$ cat src/rtl/iepmp_pkg.sv
`default_nettype none

package iepmp_pkg;

  localparam int DefaultMaxItems = 64;
  localparam int PriceW          = 16;
  localparam int TotalW          = 28;
  localparam logic [TotalW-1:0] TotalMax = {TotalW{1'b1}};

  typedef struct packed {
    logic [PriceW-1:0] price;
    logic              last;
  } in_word_t;

  typedef struct packed {
    logic [TotalW-1:0] total_profit;
    logic              too_many;
  } out_word_t;

  typedef enum logic [1:0] {
    BkIdle,
    BkIssue,
    BkDrain,
    BkFinish
  } back_state_e;

endpackage

`default_nettype wire

$ cat src/rtl/iepmp_ram.sv
`default_nettype none

module iepmp_ram #(
  parameter int Width = 16,
  parameter int Depth = 64,
  parameter int AddrW = (Depth > 1) ? $clog2(Depth) : 1
) (
  input  wire logic             clk_i,
  input  wire logic             we_i,
  input  wire logic [AddrW-1:0] waddr_i,
  input  wire logic [Width-1:0] wdata_i,
  input  wire logic [AddrW-1:0] raddr_i,
  output logic      [Width-1:0] rdata_o
);

  logic [Width-1:0] mem_q [Depth];

  always_ff @(posedge clk_i) begin
    if (we_i) begin
      mem_q[waddr_i] <= wdata_i;
    end
    rdata_o <= mem_q[raddr_i];
  end

endmodule

`default_nettype wire

$ cat src/rtl/iepmp_front.sv
`default_nettype none

module iepmp_front #(
  parameter int MaxItems = 64,
  parameter int AddrW    = (MaxItems > 1) ? $clog2(MaxItems) : 1,
  parameter int CountW   = $clog2(MaxItems + 1)
) (
  input  wire logic                      clk_i,
  input  wire logic                      rst_ni,
  input  wire logic                      in_valid_i,
  output logic                           in_stall_o,
  input  wire iepmp_pkg::in_word_t       in_word_i,
  input  wire logic                      hold_i,
  output logic                           price_we_o,
  output logic [AddrW-1:0]               price_waddr_o,
  output logic [iepmp_pkg::PriceW-1:0]   price_wdata_o,
  output logic                           job_push_o,
  output logic [CountW-1:0]              job_n_o,
  output logic                           job_too_many_o
);
  import iepmp_pkg::*;

  logic [CountW-1:0] count_q, count_d;
  logic              ovf_q, ovf_d;
  logic              accept, full, store;

  assign in_stall_o = hold_i;
  assign accept     = in_valid_i && !hold_i;
  assign full       = (count_q == CountW'(MaxItems));
  assign store      = accept && !full;

  assign price_we_o    = store;
  assign price_waddr_o = count_q[AddrW-1:0];
  assign price_wdata_o = in_word_i.price;

  // row closes on the word that carries last
  assign job_push_o     = accept && in_word_i.last;
  assign job_n_o        = store ? count_q + CountW'(1) : count_q;
  assign job_too_many_o = ovf_q || (accept && full);

  always_comb begin
    count_d = count_q;
    ovf_d   = ovf_q;
    if (accept) begin
      if (in_word_i.last) begin
        count_d = '0;
        ovf_d   = 1'b0;
      end else if (full) begin
        ovf_d = 1'b1;
      end else begin
        count_d = count_q + CountW'(1);
      end
    end
  end

  always_ff @(posedge clk_i or negedge rst_ni) begin
    if (!rst_ni) begin
      count_q <= '0;
      ovf_q   <= 1'b0;
    end else begin
      count_q <= count_d;
      ovf_q   <= ovf_d;
    end
  end

endmodule

`default_nettype wire

$ cat src/rtl/iepmp_queue.sv
`default_nettype none

module iepmp_queue #(
  parameter int Width = 8
) (
  input  wire logic             clk_i,
  input  wire logic             rst_ni,
  input  wire logic             push_i,
  input  wire logic [Width-1:0] wdata_i,
  input  wire logic             pop_i,
  output logic      [Width-1:0] rdata_o,
  output logic                  empty_o
);

  logic [Width-1:0] slot_q [2];
  logic             wptr_q, rptr_q;
  logic [1:0]       fill_q;
  logic             do_push, do_pop;

  assign empty_o = (fill_q == 2'd0);
  assign rdata_o = slot_q[rptr_q];
  assign do_push = push_i && (fill_q != 2'd2);
  assign do_pop  = pop_i && !empty_o;

  always_ff @(posedge clk_i) begin
    if (do_push) begin
      slot_q[wptr_q] <= wdata_i;
    end
  end

  always_ff @(posedge clk_i or negedge rst_ni) begin
    if (!rst_ni) begin
      wptr_q <= 1'b0;
      rptr_q <= 1'b0;
      fill_q <= 2'd0;
    end else begin
      if (do_push) begin
        wptr_q <= !wptr_q;
      end
      if (do_pop) begin
        rptr_q <= !rptr_q;
      end
      case ({do_push, do_pop})
        2'b10:   fill_q <= fill_q + 2'd1;
        2'b01:   fill_q <= fill_q - 2'd1;
        default: fill_q <= fill_q;
      endcase
    end
  end

endmodule

`default_nettype wire

$ cat src/rtl/iepmp_back.sv
`default_nettype none

module iepmp_back #(
  parameter int MaxItems = 64,
  parameter int AddrW    = (MaxItems > 1) ? $clog2(MaxItems) : 1,
  parameter int CountW   = $clog2(MaxItems + 1)
) (
  input  wire logic                      clk_i,
  input  wire logic                      rst_ni,
  input  wire logic                      job_valid_i,
  input  wire logic [CountW-1:0]         job_n_i,
  input  wire logic                      job_too_many_i,
  output logic                           job_pop_o,
  output logic [AddrW-1:0]               price_raddr_a_o,
  output logic [AddrW-1:0]               price_raddr_b_o,
  input  wire logic [iepmp_pkg::PriceW-1:0] price_a_i,
  input  wire logic [iepmp_pkg::PriceW-1:0] price_b_i,
  output logic                           busy_o,
  output logic                           out_valid_o,
  input  wire logic                      out_stall_i,
  output iepmp_pkg::out_word_t           out_word_o
);
  import iepmp_pkg::*;

  // partial totals never exceed price max times 1+2+..+MaxItems
  localparam int PartW = PriceW + $clog2(MaxItems * (MaxItems + 1) / 2 + 1);
  localparam int ProdW = PriceW + CountW;

  back_state_e state_q, state_d;

  logic [CountW-1:0] n_q, len_q, k_q, day;
  logic              too_many_q;
  logic              issue, pop, load_out, drained;

  // read-data stage
  logic              s1_v_q, s1_cell_q;
  logic [CountW-1:0] s1_waddr_q;
  logic [PartW-1:0]  row_rd, prev_row_q;

  // product stage
  logic              s2_v_q;
  logic [CountW-1:0] s2_waddr_q;
  logic [ProdW-1:0]  prod_l_q, prod_r_q;
  logic [PartW-1:0]  row_l_q, row_r_q;
  logic [PartW-1:0]  sum_l, sum_r, best;

  logic [PartW-1:0]  res_q;
  logic              out_valid_q;
  out_word_t         out_word_q;

  assign day     = n_q - len_q + CountW'(1);
  assign drained = !s1_v_q && !s2_v_q;
  assign busy_o  = (state_q != BkIdle);

  // cell i = k-1 uses price[i] and price[i+len-1]
  assign price_raddr_a_o = AddrW'(k_q - CountW'(1));
  assign price_raddr_b_o = AddrW'(k_q + len_q - CountW'(2));

  iepmp_ram #(
    .Width (PartW),
    .Depth (MaxItems),
    .AddrW (AddrW)
  ) u_row_ram (
    .clk_i   (clk_i),
    .we_i    (s2_v_q),
    .waddr_i (s2_waddr_q[AddrW-1:0]),
    .wdata_i (best),
    .raddr_i (k_q[AddrW-1:0]),
    .rdata_o (row_rd)
  );

  assign sum_l = PartW'(prod_l_q) + row_l_q;
  assign sum_r = PartW'(prod_r_q) + row_r_q;
  assign best  = (sum_l > sum_r) ? sum_l : sum_r;

  always_comb begin
    state_d = state_q;
    case (state_q)
      BkIdle: begin
        if (job_valid_i) begin
          state_d = BkIssue;
        end
      end
      BkIssue: begin
        if (k_q == day) begin
          state_d = BkDrain;
        end
      end
      BkDrain: begin
        if (drained) begin
          state_d = (len_q == n_q) ? BkFinish : BkIssue;
        end
      end
      BkFinish: begin
        if (!out_valid_q || !out_stall_i) begin
          state_d = BkIdle;
        end
      end
      default: state_d = BkIdle;
    endcase
  end

  always_comb begin
    issue    = 1'b0;
    pop      = 1'b0;
    load_out = 1'b0;
    case (state_q)
      BkIdle:   pop      = job_valid_i;
      BkIssue:  issue    = 1'b1;
      BkFinish: load_out = !out_valid_q || !out_stall_i;
      default: ;
    endcase
  end

  assign job_pop_o = pop;

  always_ff @(posedge clk_i or negedge rst_ni) begin
    if (!rst_ni) begin
      state_q     <= BkIdle;
      n_q         <= '0;
      too_many_q  <= 1'b0;
      len_q       <= '0;
      k_q         <= '0;
      s1_v_q      <= 1'b0;
      s1_cell_q   <= 1'b0;
      s2_v_q      <= 1'b0;
      out_valid_q <= 1'b0;
    end else begin
      state_q   <= state_d;
      s1_v_q    <= issue;
      s1_cell_q <= issue && (k_q != '0);
      s2_v_q    <= s1_cell_q;
      if (pop) begin
        n_q        <= job_n_i;
        too_many_q <= job_too_many_i;
        len_q      <= CountW'(1);
        k_q        <= '0;
      end else if (issue) begin
        k_q <= k_q + CountW'(1);
      end else if ((state_q == BkDrain) && drained && (len_q != n_q)) begin
        len_q <= len_q + CountW'(1);
        k_q   <= '0;
      end
      if (load_out) begin
        out_valid_q <= 1'b1;
      end else if (!out_stall_i) begin
        out_valid_q <= 1'b0;
      end
    end
  end

  always_ff @(posedge clk_i) begin
    s1_waddr_q <= k_q - CountW'(1);
    if (s1_v_q) begin
      prev_row_q <= row_rd;
    end
    s2_waddr_q <= s1_waddr_q;
    prod_l_q   <= ProdW'(day) * ProdW'(price_a_i);
    prod_r_q   <= ProdW'(day) * ProdW'(price_b_i);
    // single-item pass has no inner interval
    row_l_q    <= (len_q == CountW'(1)) ? '0 : row_rd;
    row_r_q    <= (len_q == CountW'(1)) ? '0 : prev_row_q;
    if (s2_v_q && (len_q == n_q)) begin
      res_q <= best;
    end
    if (load_out) begin
      out_word_q.total_profit <= (64'(res_q) > 64'(TotalMax)) ? TotalMax : TotalW'(res_q);
      out_word_q.too_many     <= too_many_q;
    end
  end

  assign out_valid_o = out_valid_q;
  assign out_word_o  = out_word_q;

endmodule

`default_nettype wire

$ cat src/rtl/interval_end_pick_max_profit.sv
// Load: one price word per cycle, stalled while a row is being solved.
// Solve: after the word with last, a pass per len = 1..n over the row RAM,
//   then the output register is loaded; one result word per row.
// Throughput is set by the single read/write port pair of the row RAM.
// Reset (async, active low) clears counts, flags, FSM and valid bits only.
`default_nettype none

module interval_end_pick_max_profit #(
  parameter int MaxItems = iepmp_pkg::DefaultMaxItems
) (
  input  wire logic                 clk_i,
  input  wire logic                 rst_ni,
  input  wire logic                 in_valid_i,
  output logic                      in_stall_o,
  input  wire iepmp_pkg::in_word_t  in_word_i,
  output logic                      out_valid_o,
  input  wire logic                 out_stall_i,
  output iepmp_pkg::out_word_t      out_word_o
);
  import iepmp_pkg::*;

  localparam int AddrW  = (MaxItems > 1) ? $clog2(MaxItems) : 1;
  localparam int CountW = $clog2(MaxItems + 1);

  // front -> price store
  logic              price_we;
  logic [AddrW-1:0]  price_waddr;
  logic [PriceW-1:0] price_wdata;

  // front -> job queue -> back
  logic              job_push, job_pop, job_empty;
  logic [CountW-1:0] push_n, pop_n;
  logic              push_too_many, pop_too_many;

  // back read side of the price store
  logic [AddrW-1:0]  raddr_a, raddr_b;
  logic [PriceW-1:0] price_a, price_b;
  logic              back_busy;
  logic              hold;

  // price store belongs to the back end from row close to result
  assign hold = !job_empty || back_busy;

  iepmp_front #(
    .MaxItems (MaxItems),
    .AddrW    (AddrW),
    .CountW   (CountW)
  ) u_front (
    .clk_i          (clk_i),
    .rst_ni         (rst_ni),
    .in_valid_i     (in_valid_i),
    .in_stall_o     (in_stall_o),
    .in_word_i      (in_word_i),
    .hold_i         (hold),
    .price_we_o     (price_we),
    .price_waddr_o  (price_waddr),
    .price_wdata_o  (price_wdata),
    .job_push_o     (job_push),
    .job_n_o        (push_n),
    .job_too_many_o (push_too_many)
  );

  // two copies of the price row: left-end and right-end reads per cycle
  iepmp_ram #(
    .Width (PriceW),
    .Depth (MaxItems),
    .AddrW (AddrW)
  ) u_price_a (
    .clk_i   (clk_i),
    .we_i    (price_we),
    .waddr_i (price_waddr),
    .wdata_i (price_wdata),
    .raddr_i (raddr_a),
    .rdata_o (price_a)
  );

  iepmp_ram #(
    .Width (PriceW),
    .Depth (MaxItems),
    .AddrW (AddrW)
  ) u_price_b (
    .clk_i   (clk_i),
    .we_i    (price_we),
    .waddr_i (price_waddr),
    .wdata_i (price_wdata),
    .raddr_i (raddr_b),
    .rdata_o (price_b)
  );

  iepmp_queue #(
    .Width (CountW + 1)
  ) u_queue (
    .clk_i   (clk_i),
    .rst_ni  (rst_ni),
    .push_i  (job_push),
    .wdata_i ({push_n, push_too_many}),
    .pop_i   (job_pop),
    .rdata_o ({pop_n, pop_too_many}),
    .empty_o (job_empty)
  );

  iepmp_back #(
    .MaxItems (MaxItems),
    .AddrW    (AddrW),
    .CountW   (CountW)
  ) u_back (
    .clk_i           (clk_i),
    .rst_ni          (rst_ni),
    .job_valid_i     (!job_empty),
    .job_n_i         (pop_n),
    .job_too_many_i  (pop_too_many),
    .job_pop_o       (job_pop),
    .price_raddr_a_o (raddr_a),
    .price_raddr_b_o (raddr_b),
    .price_a_i       (price_a),
    .price_b_i       (price_b),
    .busy_o          (back_busy),
    .out_valid_o     (out_valid_o),
    .out_stall_i     (out_stall_i),
    .out_word_o      (out_word_o)
  );

endmodule

`default_nettype wire

$ cat config.mk
export PLATFORM = sky130hd
export DESIGN_NAME = interval_end_pick_max_profit
export DESIGN_NICKNAME = d
export VERILOG_FILES = /design/src/rtl/iepmp_pkg.sv /design/src/rtl/iepmp_ram.sv /design/src/rtl/iepmp_front.sv /design/src/rtl/iepmp_queue.sv /design/src/rtl/iepmp_back.sv /design/src/rtl/interval_end_pick_max_profit.sv
export SDC_FILE = /design/constraint.sdc
export NUM_CORES = 2
export LEC_CHECK = 0
export BUFFER_PORTS_ARGS = -buffer_cell sky130_fd_sc_hd__buf_2
export CAP_MARGIN = 20
export CORE_MARGIN = 4
export CORE_UTILIZATION = 30
export DETAILED_ROUTE_END_ITERATION = 8
export PLACE_DENSITY_LB_ADDON = 0.08
export SLEW_MARGIN = 15
export SYNTH_ARGS = -nofsm -noshare
export SYNTH_HDL_FRONTEND = slang
export SYNTH_HIERARCHICAL = 1
export SYNTH_SLANG_ARGS = --single-unit
export TNS_END_PERCENT = 20
$ cat constraint.sdc
create_clock -name clk_i -period 7.4 [get_ports clk_i]
set_input_delay 1.85 -clock clk_i [delete_from_list [all_inputs] [get_ports clk_i]]
set_output_delay 1.85 -clock clk_i [all_outputs]
set_load 0.01 [all_outputs]
==> out/results.tsv <==
metric	value	unit
outcome	finished, final reports clean	
vdd_drop_max	229	uV
period_share	93.5	%
finish.utilization	34.9	%
wl_per_cell	30.4	um
dp_hpwl	308000	um
routed_wl	516000	um
cts_resized	0	
grt_usage	17.7	%
synthesis.area	168000	um^2
p_leak	62.9	nW
cp_max_fo	14	
synth_top_cell_by_area	edfxtp_1	
drive_gt1_share	24.0	%
drv_slew	0	
power_frac_seq	53.1	%
place_inst	16100	
yosys.area_share.adder	3.06	%
cts_max_level	5	
numCtsBuffers	461	
synth_xor_xnor_area_share	0.671	%
vias_per_cell	4.98	
firstDrtPassIters	7	
fill_cells	52300	
setup_tns	0	ps
clockRootBuffer	clkbuf_16	
clock_sinks	4155	
yosys.area.top_type_share	70.3	%
critPathArrivalTime	7840	ps
die_area	573000	um^2
postCtsHoldBufs	0	
fin_crit	6920	ps
detail-route-antenna-nets	0	
cts_setup_buffers	0	
whs	327	ps
intPower	38.3	mW
ys_seq_elements	4155	
grt_pass1_wl	718000	um
synthMuxAreaShare	13.9	%
tritoncts	done	
clockBufferDepth	4	
core_area	558000	um^2
synth_compound_area_share	3.57	%
first_global_vias	87600	
clk_pin_slew_worst_paths	60	ps
antenna_found_initial	38	
switchingPower	9.86	mW
critPathKind	reg2reg	
fin_nets	9501	
yosysMostFrequentCell	edfxtp_1	
synth_nets	9035	
fin_cells	17000	
pwr-share-comb	0.8	%
clk_latency	1030	ps
row_count	274	
die_y	757	um
clock_power_share	46.1	%
num_io_pins	52	
synth-async-reset-ratio	0.963	%
hold_violations	0	
synthCells	8688	
ys.warnings.count	6	
synthTopCellsByArea	edfxtp_1 (70%), mux4_2 (11%), dfxtp_1 (2.1%)	
synthSimpleGateAreaFrac	3.50	%
grt_start_max_net_pins	100	
finalInstanceArea	195000	um^2
max_freq	0.145	GHz
slew_headroom	23.2	%
place.port_buffers	51	
placed_cell_area	180000	um^2
syn_area_per_cell	19.4	um^2
switching_share	20.5	%
gp_congestion	0.762	
syn_to_final_growth	15.6	%
tightest_slew	1150	ps
cp_data_required_time	8320	ps
yosys-top-cells-count	edfxtp_1 (3941), mux4_2 (808), inv_1 (296), mux2i_1 (292), nand2_1 (291)	
maxCapViolations	0	
start_util	30.2	%
grt-ovfl-total	0	
startpoint_type	flop	
worst_setup_path_end_kind	flop	
setup_violations	0	
synth_flop_cell	edfxtp_1	
vias	84600	
ys_seq_area_share	73.0	%
drcViolationCount	0	
synth_cell_type_count	92	
drt_iter0_drc	6913	
rsz0062_at_grt	false	
power_density	247	nW/um^2
clock_skew	55.1	ps
min_path_type	reg2reg	
die_w	757	um
synth_edf_count	3941	
synth_top_family_by_area	multiplexers	
==> flip-flops by register name, indices dropped and copies added (netlist names), 2 cells and up <==
| register | count |
|---|---|
| u_back/n_q | 7 |
| u_back/u_row_ram/mem_q | 1792 |
| u_queue/slot_q | 16 |
| u_back/u_row_ram/rdata_o | 28 |
| u_back/k_q | 7 |
| u_price_a/rdata_o | 16 |
| u_price_a/mem_q | 1024 |
| u_price_b/mem_q | 1024 |
| u_back/row_r_q | 28 |
| u_back/state_q | 2 |
| u_back/prod_r_q | 23 |
| u_back/row_l_q | 28 |
| u_front/count_q | 7 |
| u_back/s1_waddr_q | 6 |
| u_queue/fill_q | 2 |
| u_back/res_q | 28 |
| u_back/prod_l_q | 23 |
| u_back/len_q | 7 |
| u_back/s2_waddr_q | 6 |
| u_back/out_word_o | 29 |
| u_back/prev_row_q | 28 |
| u_price_b/rdata_o | 16 |
==> power groups by stage <==
stage | clock, mW | sequential (mW) | combinational, mW
finish | 22.2 | 25.5 | 0.397
global route | 23.9 | 25.5 | 0.431
detailed placement | 0 | 26.0 | 0.410
floorplan | 0 | 26.0 | 0.170
CTS | 22.9 | 25.5 | 0.410
global placement | 0 | 26.0 | 0.392
==> worst max-delay path: stages, from the launching register on <==
cell       delay (ps)
dfrtp_1           400
ha_1              300
inv_1              70
ha_1              160
inv_1              60
fa_1              450
xnor2_2           880
buf_4             300
nand2_1            80
fa_1              480
fa_1              550
inv_1              50
fa_1              480
inv_1              50
fa_1              470
inv_1              40
ha_1              310
nand3_1           140
o221ai_1          150
nand2_1           140
o2111ai_1         180
and3_1            220
a2111oi_4         410
o21ai_0           130
a21oi_1           190
xnor2_1           140
==> metrics by stage <==
stage | setup WS [ps] | power (mW)
after floorplan | 163 | 26.2
after global placement | 255 | 26.4
after detailed placement | 296 | 26.4
after CTS | 211 | 48.8
after global routing | 48.0 | 49.8
final | 483 | 48.1
==> final cells by class <==
| cell class | instances | area (um^2) | share of cell area (%) |
|---|---|---|---|
| repair buffers | 457 | 3900 | 2.01 |
| flip-flops and latches | 4155 | 123000 | 63.1 |
| multi-input cells | 3782 | 42800 | 22.0 |
| well taps | 7452 | 9320 | 4.79 |
| clock buffers | 572 | 12100 | 6.22 |
| inverters | 297 | 1140 | 0.585 |
| clock inverters | 270 | 2430 | 1.25 |
| diodes | 15 | 37.5 | 0.0193 |
==> final timing paths <==
path / startpoint / end / slack [ps] / cells after the start
max reg2reg: u_back/len_q[1] / u_back/prod_r_q[22] / 480 / 25
max in group asynchronous: rst_ni / u_back/k_q[1] / 6200 / 2
min reg2reg: u_back/s1_waddr_q[3] / u_back/s2_waddr_q[3] / 330 / 0
max: u_back/len_q[1] / u_back/prod_r_q[22] / 480 / 25
min: u_back/s1_waddr_q[3] / u_back/s2_waddr_q[3] / 330 / 0
min in group asynchronous: rst_ni / u_queue/fill_q[0] / 690 / 1
==> logic make-up after synthesis <==
logic type / Yosys count
buf+inv: 751
simple gates: 1174
flops: 4155
xor+xnor: 128
fa+ha+maj: 326
compound gates: 863
mux: 1291
==> per-layer routing <==
metal	wire length [um]	vias up	part of all wire [%]	track usage, %
met2	254000	1983	49	30.0
met1	230000	46100	44	24.5
met3	21000	586	4.1	2.08
met5	35	-	0.0068	0
met4	11600	6	2.2	3.87
li1	-	35900	-	-
==> cells in the final DEF (no fill, tap or decap), types with 35 or more instances in the layout <==
cell type / instances
clkinv_1: 115
buf_12: 36
clkbuf_1: 100
nand3_1: 80
and2_1: 163
nor2b_1: 89
clkbuf_16: 464
a22oi_1: 110
buf_4: 371
nand2_1: 290
xor2_1: 41
inv_1: 293
mux2_2: 175
buf_2: 35
o21ai_0: 95
mux2i_1: 286
mux4_2: 808
dfxtp_1: 174
ha_1: 182
nor2_1: 211
o22ai_1: 106
xnor2_1: 76
a21o_1: 54
fa_1: 142
nor2_4: 62
a21oi_1: 129
clkinv_2: 76
nand4_1: 41
nor3_1: 48
a211oi_1: 44
nand2b_1: 48
edfxtp_1: 3941
Note: power is estimated with default switching activity, not from simulation.
